--- src/sv/srr_pkg.sv ---
// ----------------------------------------------------------------------------
// srr_pkg - shared definitions for the selective-repeat receiver
// Field widths, parameter defaults and result kind codes.
// ----------------------------------------------------------------------------
package srr_pkg;

   // fixed field widths of the channels
   localparam int SEQ_W     = 3;
   localparam int PAYLOAD_W = 64;

   // defaults for the top level parameters
   localparam int WINDOW_SIZE_DEF  = 4;
   localparam int SEQ_SPACE_DEF    = 8;
   localparam int PAYLOAD_BITS_DEF = 64;

   // result kind codes
   localparam logic KIND_ACK     = 1'b0;
   localparam logic KIND_DELIVER = 1'b1;

endpackage

--- src/sv/srr_channels.sv ---
// ----------------------------------------------------------------------------
// srr_channels - valid/ready channels of the selective-repeat receiver
// Packet channel into the block and result channel out of it.
// ----------------------------------------------------------------------------
interface srr_req_if;
   logic                           valid;
   logic                           ready;
   logic                           checksum_ok;
   logic [srr_pkg::SEQ_W-1:0]      seq_number;
   logic [srr_pkg::PAYLOAD_W-1:0]  payload_word;

   modport source (output valid, checksum_ok, seq_number, payload_word, input ready);
   modport sink   (input valid, checksum_ok, seq_number, payload_word, output ready);
endinterface

interface srr_rsp_if;
   logic                           valid;
   logic                           ready;
   logic                           result_kind;
   logic [srr_pkg::SEQ_W-1:0]      ack_number;
   logic [srr_pkg::PAYLOAD_W-1:0]  delivered_payload;
   logic                           last_of_run;

   modport source (output valid, result_kind, ack_number, delivered_payload, last_of_run,
                   input ready);
   modport sink   (input valid, result_kind, ack_number, delivered_payload, last_of_run,
                   output ready);
endinterface

--- src/sv/srr_ram.sv ---
// ----------------------------------------------------------------------------
// srr_ram - generic single-write, single-read RAM
// One write port and one read port with registered read data.
// ----------------------------------------------------------------------------
module srr_ram #(
   parameter int WIDTH = 8,
   parameter int DEPTH = 4
) (
   input  logic                                    clock,
   input  logic                                    wr_en,
   input  logic [(DEPTH > 1 ? $clog2(DEPTH) : 1)-1:0] wr_addr,
   input  logic [WIDTH-1:0]                        wr_data,
   input  logic [(DEPTH > 1 ? $clog2(DEPTH) : 1)-1:0] rd_addr,
   output logic [WIDTH-1:0]                        rd_data
);

   logic [WIDTH-1:0] mem_ff [DEPTH];
   logic [WIDTH-1:0] rd_data_ff;

   // write port
   always_ff @(posedge clock) begin
      if (wr_en) begin
         mem_ff[wr_addr] <= wr_data;
      end
   end

   // registered read port
   always_ff @(posedge clock) begin
      rd_data_ff <= mem_ff[rd_addr];
   end

   assign rd_data = rd_data_ff;

endmodule

--- src/sv/srr_mod_add.sv ---
// ----------------------------------------------------------------------------
// srr_mod_add - shared modular adder
// Returns (a + b) mod m for operands below m, by one compare and subtract.
// ----------------------------------------------------------------------------
module srr_mod_add #(
   parameter int SUM_W = 8
) (
   input  logic [SUM_W-1:0] a,
   input  logic [SUM_W-1:0] b,
   input  logic [SUM_W-1:0] m,
   output logic [SUM_W-1:0] y
);

   logic [SUM_W-1:0] sum;

   // add, then fold back once into the range of the modulus
   always_comb begin
      sum = a + b;
      y   = (sum >= m) ? (sum - m) : sum;
   end

endmodule

--- src/sv/selective_repeat_receiver.sv ---
// ----------------------------------------------------------------------------
// selective_repeat_receiver - selective-repeat ARQ receive window
// Acknowledges good packets, buffers in-window payloads and delivers them
// upward in sequence order.
// ----------------------------------------------------------------------------
// A packet is taken only while the sequencer is idle. A packet with a bad
// checksum is dropped at once and the block stays ready. A good packet
// passes through S_OFF, S_IDX and S_ACK, then through S_DLV and S_ADV for
// each of the D in-order payloads it releases (0 to WINDOW_SIZE), and the
// result side can stall S_ACK and S_DLV. These steps follow from the one modular
// adder that the sequencer uses in turn for the window offset, the slot
// index, the head pointer step and the window base step, and from the
// registered read of the payload RAM. One result leaves per item: first the
// ACK, then each delivery, with last_of_run on the final one.
// ----------------------------------------------------------------------------
module selective_repeat_receiver #(
   parameter int WINDOW_SIZE  = srr_pkg::WINDOW_SIZE_DEF,
   parameter int SEQ_SPACE    = srr_pkg::SEQ_SPACE_DEF,
   parameter int PAYLOAD_BITS = srr_pkg::PAYLOAD_BITS_DEF
) (
   input  logic      clock,
   input  logic      reset,
   srr_req_if.sink   req,
   srr_rsp_if.source rsp
);

   localparam int BASE_W = $clog2(SEQ_SPACE);
   localparam int PTR_W  = (WINDOW_SIZE > 1) ? $clog2(WINDOW_SIZE) : 1;
   localparam int MAXV   = (SEQ_SPACE > WINDOW_SIZE) ? SEQ_SPACE : WINDOW_SIZE;
   localparam int SUM_W  = $clog2(2 * MAXV) + 1;
   localparam logic [SUM_W-1:0] SEQ_SPACE_W = SUM_W'(SEQ_SPACE);
   localparam logic [SUM_W-1:0] WINDOW_W    = SUM_W'(WINDOW_SIZE);

   typedef enum logic [5:0] {
      S_IDLE = 6'b000001,
      S_OFF  = 6'b000010,
      S_IDX  = 6'b000100,
      S_ACK  = 6'b001000,
      S_DLV  = 6'b010000,
      S_ADV  = 6'b100000
   } state_type;

   state_type                     state_ff, state_in;
   logic [BASE_W-1:0]             base_ff, base_in;
   logic [PTR_W-1:0]              ptr_ff, ptr_in;
   logic [WINDOW_SIZE-1:0]        recv_ff, recv_in;
   logic [BASE_W-1:0]             off_ff, off_in;
   logic                          more_ff, more_in;
   logic [srr_pkg::SEQ_W-1:0]     seq_raw_ff, seq_raw_in;
   logic [BASE_W-1:0]             seq_mod_ff, seq_mod_in;
   logic [PAYLOAD_BITS-1:0]       pay_ff, pay_in;

   logic                          rsp_valid_ff, rsp_valid_in;
   logic                          kind_ff, kind_in;
   logic [srr_pkg::SEQ_W-1:0]     ack_ff, ack_in;
   logic [srr_pkg::PAYLOAD_W-1:0] data_ff, data_in;
   logic                          last_ff, last_in;

   logic [SUM_W-1:0]              unit_a, unit_b, unit_m, unit_y;
   logic [PTR_W-1:0]              unit_ptr;
   logic                          in_window;
   logic                          out_free;
   logic                          ram_wr_en;
   logic [PAYLOAD_BITS-1:0]       ram_rd_data;
   logic                          dlv_last;

   // reduce a received sequence number into the sequence space by table
   function automatic logic [BASE_W-1:0] seq_reduce(input logic [srr_pkg::SEQ_W-1:0] seq);
      logic [BASE_W-1:0] r;
      r = '0;
      for (int v = 0; v < (1 << srr_pkg::SEQ_W); v++) begin
         if (seq == srr_pkg::SEQ_W'(v)) begin
            r = BASE_W'(v % SEQ_SPACE);
         end
      end
      return r;
   endfunction

   // shared modular adder
   srr_mod_add #(.SUM_W(SUM_W)) u_mod_add (
      .a (unit_a),
      .b (unit_b),
      .m (unit_m),
      .y (unit_y)
   );

   // payload slots, addressed by physical slot index
   srr_ram #(.WIDTH(PAYLOAD_BITS), .DEPTH(WINDOW_SIZE)) u_slot_ram (
      .clock   (clock),
      .wr_en   (ram_wr_en),
      .wr_addr (unit_ptr),
      .wr_data (pay_ff),
      .rd_addr (ptr_ff),
      .rd_data (ram_rd_data)
   );

   assign unit_ptr  = unit_y[PTR_W-1:0];
   assign in_window = SUM_W'(off_ff) < WINDOW_W;
   assign out_free  = !rsp_valid_ff || rsp.ready;
   assign ram_wr_en = (state_ff == S_IDX) && in_window && !recv_ff[unit_ptr];
   assign dlv_last  = (unit_ptr == ptr_ff) || !recv_ff[unit_ptr];

   assign req.ready             = (state_ff == S_IDLE);
   assign rsp.valid             = rsp_valid_ff;
   assign rsp.result_kind       = kind_ff;
   assign rsp.ack_number        = ack_ff;
   assign rsp.delivered_payload = data_ff;
   assign rsp.last_of_run       = last_ff;

   // select the operands of the shared adder for the current step
   always_comb begin
      unit_a = '0;
      unit_b = '0;
      unit_m = SEQ_SPACE_W;
      unique case (state_ff)
         S_OFF: begin
            unit_a = SUM_W'(seq_mod_ff);
            unit_b = SEQ_SPACE_W - SUM_W'(base_ff);
            unit_m = SEQ_SPACE_W;
         end
         S_IDX: begin
            unit_a = SUM_W'(ptr_ff);
            unit_b = in_window ? SUM_W'(off_ff) : '0;
            unit_m = WINDOW_W;
         end
         S_DLV: begin
            unit_a = SUM_W'(ptr_ff);
            unit_b = SUM_W'(1);
            unit_m = WINDOW_W;
         end
         S_ADV: begin
            unit_a = SUM_W'(base_ff);
            unit_b = SUM_W'(1);
            unit_m = SEQ_SPACE_W;
         end
         S_IDLE, S_ACK: begin
            unit_a = '0;
         end
         default: begin
            unit_a = '0;
         end
      endcase
   end

   // sequencer
   always_comb begin
      state_in     = state_ff;
      base_in      = base_ff;
      ptr_in       = ptr_ff;
      recv_in      = recv_ff;
      off_in       = off_ff;
      more_in      = more_ff;
      seq_raw_in   = seq_raw_ff;
      seq_mod_in   = seq_mod_ff;
      pay_in       = pay_ff;
      rsp_valid_in = rsp_valid_ff && !rsp.ready;
      kind_in      = kind_ff;
      ack_in       = ack_ff;
      data_in      = data_ff;
      last_in      = last_ff;

      unique case (state_ff)
         // take a packet; drop it when the checksum failed
         S_IDLE: begin
            if (req.valid && req.checksum_ok) begin
               seq_raw_in = req.seq_number;
               seq_mod_in = seq_reduce(req.seq_number);
               pay_in     = req.payload_word[PAYLOAD_BITS-1:0];
               state_in   = S_OFF;
            end
         end
         // window offset of the sequence number
         S_OFF: begin
            off_in   = unit_y[BASE_W-1:0];
            state_in = S_IDX;
         end
         // mark the slot; the RAM write runs alongside
         S_IDX: begin
            if (in_window) begin
               recv_in[unit_ptr] = 1'b1;
            end
            state_in = S_ACK;
         end
         // issue the ACK
         S_ACK: begin
            if (out_free) begin
               rsp_valid_in = 1'b1;
               kind_in      = srr_pkg::KIND_ACK;
               ack_in       = seq_raw_ff;
               data_in      = '0;
               last_in      = !recv_ff[ptr_ff];
               state_in     = recv_ff[ptr_ff] ? S_DLV : S_IDLE;
            end
         end
         // deliver the head slot, clear it and step the head pointer
         S_DLV: begin
            if (out_free) begin
               rsp_valid_in    = 1'b1;
               kind_in         = srr_pkg::KIND_DELIVER;
               ack_in          = '0;
               data_in         = srr_pkg::PAYLOAD_W'(ram_rd_data);
               last_in         = dlv_last;
               recv_in[ptr_ff] = 1'b0;
               ptr_in          = unit_ptr;
               more_in         = !dlv_last;
               state_in        = S_ADV;
            end
         end
         // advance the window base
         S_ADV: begin
            base_in  = unit_y[BASE_W-1:0];
            state_in = more_ff ? S_DLV : S_IDLE;
         end
         default: begin
            state_in = S_IDLE;
         end
      endcase
   end

   // control registers
   always_ff @(posedge clock) begin
      if (reset) begin
         state_ff     <= S_IDLE;
         base_ff      <= '0;
         ptr_ff       <= '0;
         recv_ff      <= '0;
         more_ff      <= 1'b0;
         rsp_valid_ff <= 1'b0;
      end else begin
         state_ff     <= state_in;
         base_ff      <= base_in;
         ptr_ff       <= ptr_in;
         recv_ff      <= recv_in;
         more_ff      <= more_in;
         rsp_valid_ff <= rsp_valid_in;
      end
   end

   // payload registers
   always_ff @(posedge clock) begin
      off_ff     <= off_in;
      seq_raw_ff <= seq_raw_in;
      seq_mod_ff <= seq_mod_in;
      pay_ff     <= pay_in;
      kind_ff    <= kind_in;
      ack_ff     <= ack_in;
      data_ff    <= data_in;
      last_ff    <= last_in;
   end

`ifndef SYNTHESIS
   // a delivery is only issued from a marked head slot
   a_dlv_marked: assert property (@(posedge clock) disable iff (reset)
      (state_ff == S_DLV) && out_free |-> recv_ff[ptr_ff])
      else $error("delivery from an unmarked slot");

   // a delivered slot is cleared in the next cycle
   a_dlv_clears: assert property (@(posedge clock) disable iff (reset)
      (state_ff == S_DLV) && out_free |=> !recv_ff[$past(ptr_ff)])
      else $error("delivered slot still marked");

   // an ACK that ends the run returns the sequencer to idle
   a_ack_last_idle: assert property (@(posedge clock) disable iff (reset)
      (state_ff == S_ACK) && out_free && !recv_ff[ptr_ff] |=> (state_ff == S_IDLE))
      else $error("sequencer busy after final ACK");

   // every issued result sets the output valid
   a_load_valid: assert property (@(posedge clock) disable iff (reset)
      ((state_ff == S_ACK) || (state_ff == S_DLV)) && out_free |=> rsp_valid_ff)
      else $error("result loaded without valid");

   // one-hot sequencer state
   a_state_onehot: assert property (@(posedge clock) disable iff (reset)
      $onehot(state_ff))
      else $error("sequencer state not one-hot");
`endif

endmodule

--- src/flat_wrapper.sv ---
// flat-port wrapper written by rule: the top's interface ports become plain ports
module selective_repeat_receiver_flat 
#(
   parameter int WINDOW_SIZE  = srr_pkg::WINDOW_SIZE_DEF,
   parameter int SEQ_SPACE    = srr_pkg::SEQ_SPACE_DEF,
   parameter int PAYLOAD_BITS = srr_pkg::PAYLOAD_BITS_DEF
)
  (clock, reset, req_valid, req_checksum_ok, req_seq_number, req_payload_word, req_ready, rsp_valid, rsp_result_kind, rsp_ack_number, rsp_delivered_payload, rsp_last_of_run, rsp_ready);
  srr_req_if req_i ();
  srr_rsp_if rsp_i ();
  input  logic clock;
  input  logic reset;
  input wire logic [$bits(req_i.valid)-1:0] req_valid;
  input wire logic [$bits(req_i.checksum_ok)-1:0] req_checksum_ok;
  input wire logic [$bits(req_i.seq_number)-1:0] req_seq_number;
  input wire logic [$bits(req_i.payload_word)-1:0] req_payload_word;
  output wire logic [$bits(req_i.ready)-1:0] req_ready;
  output wire logic [$bits(rsp_i.valid)-1:0] rsp_valid;
  output wire logic [$bits(rsp_i.result_kind)-1:0] rsp_result_kind;
  output wire logic [$bits(rsp_i.ack_number)-1:0] rsp_ack_number;
  output wire logic [$bits(rsp_i.delivered_payload)-1:0] rsp_delivered_payload;
  output wire logic [$bits(rsp_i.last_of_run)-1:0] rsp_last_of_run;
  input wire logic [$bits(rsp_i.ready)-1:0] rsp_ready;
  assign req_i.valid = req_valid;
  assign req_i.checksum_ok = req_checksum_ok;
  assign req_i.seq_number = req_seq_number;
  assign req_i.payload_word = req_payload_word;
  assign req_ready = req_i.ready;
  assign rsp_valid = rsp_i.valid;
  assign rsp_result_kind = rsp_i.result_kind;
  assign rsp_ack_number = rsp_i.ack_number;
  assign rsp_delivered_payload = rsp_i.delivered_payload;
  assign rsp_last_of_run = rsp_i.last_of_run;
  assign rsp_i.ready = rsp_ready;
  selective_repeat_receiver #(.WINDOW_SIZE(WINDOW_SIZE), .SEQ_SPACE(SEQ_SPACE), .PAYLOAD_BITS(PAYLOAD_BITS)) u_core (.clock(clock), .reset(reset), .req(req_i), .rsp(rsp_i));
endmodule
--- config.mk ---
export PLATFORM = sky130hd
export DESIGN_NAME = selective_repeat_receiver_flat
export DESIGN_NICKNAME = d
export VERILOG_FILES = /design/src/sv/srr_pkg.sv /design/src/sv/srr_channels.sv /design/src/sv/srr_ram.sv /design/src/sv/srr_mod_add.sv /design/src/sv/selective_repeat_receiver.sv /design/src/flat_wrapper.sv
export SDC_FILE = /design/constraint.sdc
export NUM_CORES = 1
export LEC_CHECK = 0
export ABC_AREA = 1
export BUFFER_PORTS_ARGS = -buffer_cell sky130_fd_sc_hd__buf_2
export CAP_MARGIN = 20
export CORE_MARGIN = 2
export CORE_UTILIZATION = 54
export DETAILED_ROUTE_END_ITERATION = 10
export GPL_ROUTABILITY_DRIVEN = 0
export PLACE_DENSITY_LB_ADDON = 0.12
export SLEW_MARGIN = 20
export SYNTH_ARGS = -nofsm -noshare
export SYNTH_HDL_FRONTEND = slang
export SYNTH_HIERARCHICAL = 1
export SYNTH_SLANG_ARGS = --single-unit
--- constraint.sdc ---
create_clock -name clock -period 7.6 [get_ports clock]
set_input_delay 0.76 -clock clock [delete_from_list [all_inputs] [get_ports clock]]
set_output_delay 0.76 -clock clock [all_outputs]
set_load 0.02 [all_outputs]
==> results <==
- In this run the core area contains 67 standard-cell rows.
- The number of top-level design ports is 143.
- The hold path endpoint is u_core/pay_ff[16].
- Summed over all nets, the switching power comes to 1.541 mW.
- The fill cell total of the finished layout is 2575.
- The number of antenna violations at the first check in global routing is 0.
- The most repeated library cell on the critical path is sky130_fd_sc_hd__nand2_1.
- The count of buffers added on input and output ports is 142.
- The total routing resource utilization after global routing is 18.86%.
- Post-CTS timing repair inserted 0 buffers for setup.
- The total count of max-transition violations in the final report came to 0.
- The initial utilization of the core area, before any placement, comes to 54.86%.
- The pin count of the biggest net entering global routing is 97.
- The logic depth of the worst register-to-register path is 27.
- The startpoint of the most critical register-to-register path is u_core/state_ff[0].
- The worst hold path begins at req_payload_word[16].
- The arrival time at the worst endpoint is 5.31 ns.
- The class of the most critical setup path is flip-flop to flip-flop.
- Setup repair after global routing left no endpoint under its margin.
- The relative area change from synthesis to final layout is 15.11%.
- The clock skew after layout is 0.02587 ns.
- The number of DRC violations after detailed routing is 0.
- Once detailed placement completed, the half-perimeter wirelength came to 18220 um.
- The via count of the first global-routing pass is 10450.
- Leaving out filler cells and counting taps, the final layout contains 2257.
- The synthesized instance count is 1615.
- Based on the critical path, the design can be clocked at up to 194.5 MHz.
- The relative slew slack is 29.67%.
- The flow ran to the end, and the final reports show no timing, DRC or antenna violations.
- The die boundary height is 188.8 um.
- The post-route minimum period is 5.142 ns.
- Counting instances, the worst hold path has a depth of 1.
- The data required time at the worst endpoint is 7.77 ns.
- After clock tree synthesis, the clock-pin slew on the worst setup and hold paths is 0.06 ns.
- After detailed routing, the number of vias per cell comes to 4.740.
- The final layout contains routed wiring with a total length of 33100 um.
- In this run switching power makes up 24.47% of total power.
- The leakage power is 9.197 nW.
- The initial detailed-routing violation count is 643.
- The number of antenna diodes in the final layout is 0.
- The H-tree was split into 2 levels.
- The final count of hold timing violations is 0.
- In this run, CTS created clock tree buffers numbering 48.
- The first global-routing pass estimated 53100 um of wire.
- The fraction of power consumed by the clock network is 38.3%.
- Internal power comes to 4.757 mW.
- The total number of nets in the final design is 1853.
- The quantity of gates resized following cts is 0.
- The cell sitting at the root of the clock tree is a sky130_fd_sc_hd__clkbuf_16.
- Dividing the synthesized area by the synthesized cell count gives 11.42 sq um.
- Total power for the finished layout comes to 6.298 mW.
- The worst setup path is captured at a flip-flop.
- The minimum hold slack is 0.3704 ns.
- STA classifies the critical path startpoint as a flip-flop.
- Dividing the detail-routed wire length by the instance count gives 14.66 um.
- The cell type group with the largest total delay on the critical path is simple AND/OR/NAND/NOR gates.
- The clock net sink count is 479.
- In the finished design, the share of the clock period the worst path needs comes to 67.65%.
- The area of the core region is 33620 sq um.
- The slowest cell on the critical path is sky130_fd_sc_hd__buf_4.
- The CTS tree is done.
- From left edge to right edge, the die measures 188.8 um.
- The first detailed-routing pass ran for 5 iterations.
- The pin slew with the least headroom to its limit is 1.055 ns.
- The power density of the placed cells is 296.7 nW/um^2.
- The largest single stage delay on the critical path is 0.80 ns.
- For this block, the via count after detailed routing is 10700.
- The die covers 35640 sq um.
- The maximum clock insertion buffer count is 3.
- The combinational share of power is 10.3%.
- Setup violations remaining at the end of the flow were counted as 0.
- The critical path contains buffers and inverters numbering 4 combined.
- Once detail routing completed, the nets flagged for antenna violations numbered 0.
- In the final layout, the share of cells above drive strength 1 is 14.32%.
- The later pin in the worst-skew pair is clocked with a latency of 0.56 ns.
- Including well taps, the total number of placed cells is 2167.
- The total global routing overflow is 0.
- The relative contribution of sequential cells to total power is 51.4%.
- The number of hold-repair buffers added at the cts stage is 0.
- In this run the worst hold path is classified as input port to flip-flop.
- The count of yosys warnings during synthesis is 6.
- The worst register-to-register path has a setup slack of 2.46 ns.
- The worst-path maximum fanout is 64.
- The worst-case IR drop observed on VDD is 0.0001825 V.
- After synthesis the cells add up to 18440 sq um.
- Max-cap violations in this run came to 0.
- In this run the critical register-to-register path is captured at u_core/u_slot_ram/mem_ff[3][23].
==> worst register-to-register path, stage by stage (launching register included) <==
cell                       delay [ns]
sky130_fd_sc_hd__dfxtp_1         0.40
sky130_fd_sc_hd__nor2_4          0.09
sky130_fd_sc_hd__nand2_1         0.08
sky130_fd_sc_hd__inv_2           0.04
sky130_fd_sc_hd__nand2_1         0.15
sky130_fd_sc_hd__nand2_1         0.16
sky130_fd_sc_hd__nand2_1         0.09
sky130_fd_sc_hd__o211ai_1        0.09
sky130_fd_sc_hd__ha_1            0.24
sky130_fd_sc_hd__fa_1            0.41
sky130_fd_sc_hd__nand3_1         0.13
sky130_fd_sc_hd__nand2_1         0.06
sky130_fd_sc_hd__nand2_1         0.07
sky130_fd_sc_hd__nand2_2         0.04
sky130_fd_sc_hd__ha_1            0.28
sky130_fd_sc_hd__nand2_1         0.08
sky130_fd_sc_hd__o21ai_2         0.15
sky130_fd_sc_hd__inv_2           0.08
sky130_fd_sc_hd__nand2_4         0.07
sky130_fd_sc_hd__nand2_1         0.06
sky130_fd_sc_hd__nand2_1         0.36
sky130_fd_sc_hd__o21ai_0         0.18
sky130_fd_sc_hd__nand2_1         0.09
sky130_fd_sc_hd__o211ai_1        0.13
sky130_fd_sc_hd__nor3_1          0.15
sky130_fd_sc_hd__inv_1           0.13
sky130_fd_sc_hd__nor3_2          0.14
sky130_fd_sc_hd__buf_4           0.80
==> power by group through the flow <==
stage / clock network, mW / logic [mW] / registers [mW]
global placement: 0 / 0.644 / 3.29
finish: 2.41 / 0.651 / 3.24
floorplan: 0 / 0.382 / 3.34
CTS: 2.47 / 0.658 / 3.24
global route: 2.57 / 0.731 / 3.26
detailed placement: 0 / 0.655 / 3.29
==> layout by cell type (no fill, tap or decap), drive strengths merged, types with 14 or more instances in the layout <==
master	n
edfxtp	398
nand2	398
inv	372
buf	153
nand3	151
nor2	94
dfxtp	81
clkbuf	66
a21oi	18
o21ai	16
clkinv	14
==> sequential cells by signal, summed over array words and instances (netlist names), 2 cells and up <==
| register | flops |
|---|---|
| u_core/u_slot_ram/rd_data | 64 |
| u_core/seq_mod_ff | 3 |
| u_core/off_ff | 3 |
| u_core/ptr_ff | 2 |
| u_core/seq_raw_ff | 3 |
| u_core/pay_ff | 64 |
| u_core/recv_ff | 4 |
| u_core/u_slot_ram/mem_ff | 256 |
| u_core/state_ff | 6 |
| u_core/base_ff | 3 |
| u_core/rsp.ack_number | 3 |
| u_core/rsp.delivered_payload | 64 |
==> how the worst max path moves through the flow <==
stage,startpoint,slack (ns),to,cells after the start
after floorplan,u_core/state_ff[1],-0.50,u_core/u_slot_ram/mem_ff[2][0],27
after global placement,u_core/state_ff[1],2.66,u_core/u_slot_ram/mem_ff[0][8],21
after detailed placement,u_core/state_ff[1],2.48,u_core/u_slot_ram/mem_ff[2][8],21
after CTS,u_core/state_ff[0],2.49,u_core/u_slot_ram/mem_ff[2][46],24
after global routing,u_core/state_ff[1],1.94,u_core/u_slot_ram/mem_ff[0][63],26
final,u_core/state_ff[0],2.46,u_core/u_slot_ram/mem_ff[3][23],27
==> per-layer routing <==
| metal | GRT usage, % | part of all wire, % | wire [um] | vias up |
|---|---|---|---|---|
| met5 | 0 | 0 | 0 | - |
| met4 | 5.529 | 2.2 | 736 | 0 |
| met3 | 3.110 | 4.4 | 1440 | 51 |
| met2 | 32.40 | 49 | 16090 | 222 |
| met1 | 24.88 | 45 | 14830 | 5032 |
| li1 | - | - | - | 5393 |
==> stage by stage <==
| step | cell area (sq um) | setup WS, ns | util (%) | TNS [ns] |
|---|---|---|---|---|
| 6_report | 21230 | 2.458 | 63.14 | 0 |
| 5_1_grt | 21230 | 1.940 | 63.14 | 0 |
| 4_1_cts | 21230 | 2.486 | 63.14 | 0 |
| 3_5_place_dp | 19560 | 2.483 | 58.18 | 0 |
| 3_3_place_gp | 19530 | 2.663 | 58.09 | 0 |
| 2_1_floorplan | 18470 | -0.5010 | - | -128.20 |
==> final cells by class <==
class	instances	area (sq um)	share of cell area (%)
clock buffer	66	1350	6.360
clock inverter	24	320.3	1.509
inverter	372	1400	6.596
multi-input combinational	715	3202	15.08
sequential	479	13580	63.98
tap	448	560.5	2.641
timing repair buffer	153	813.3	3.831
No activity file was read; power rests on OpenSTA's default activity.
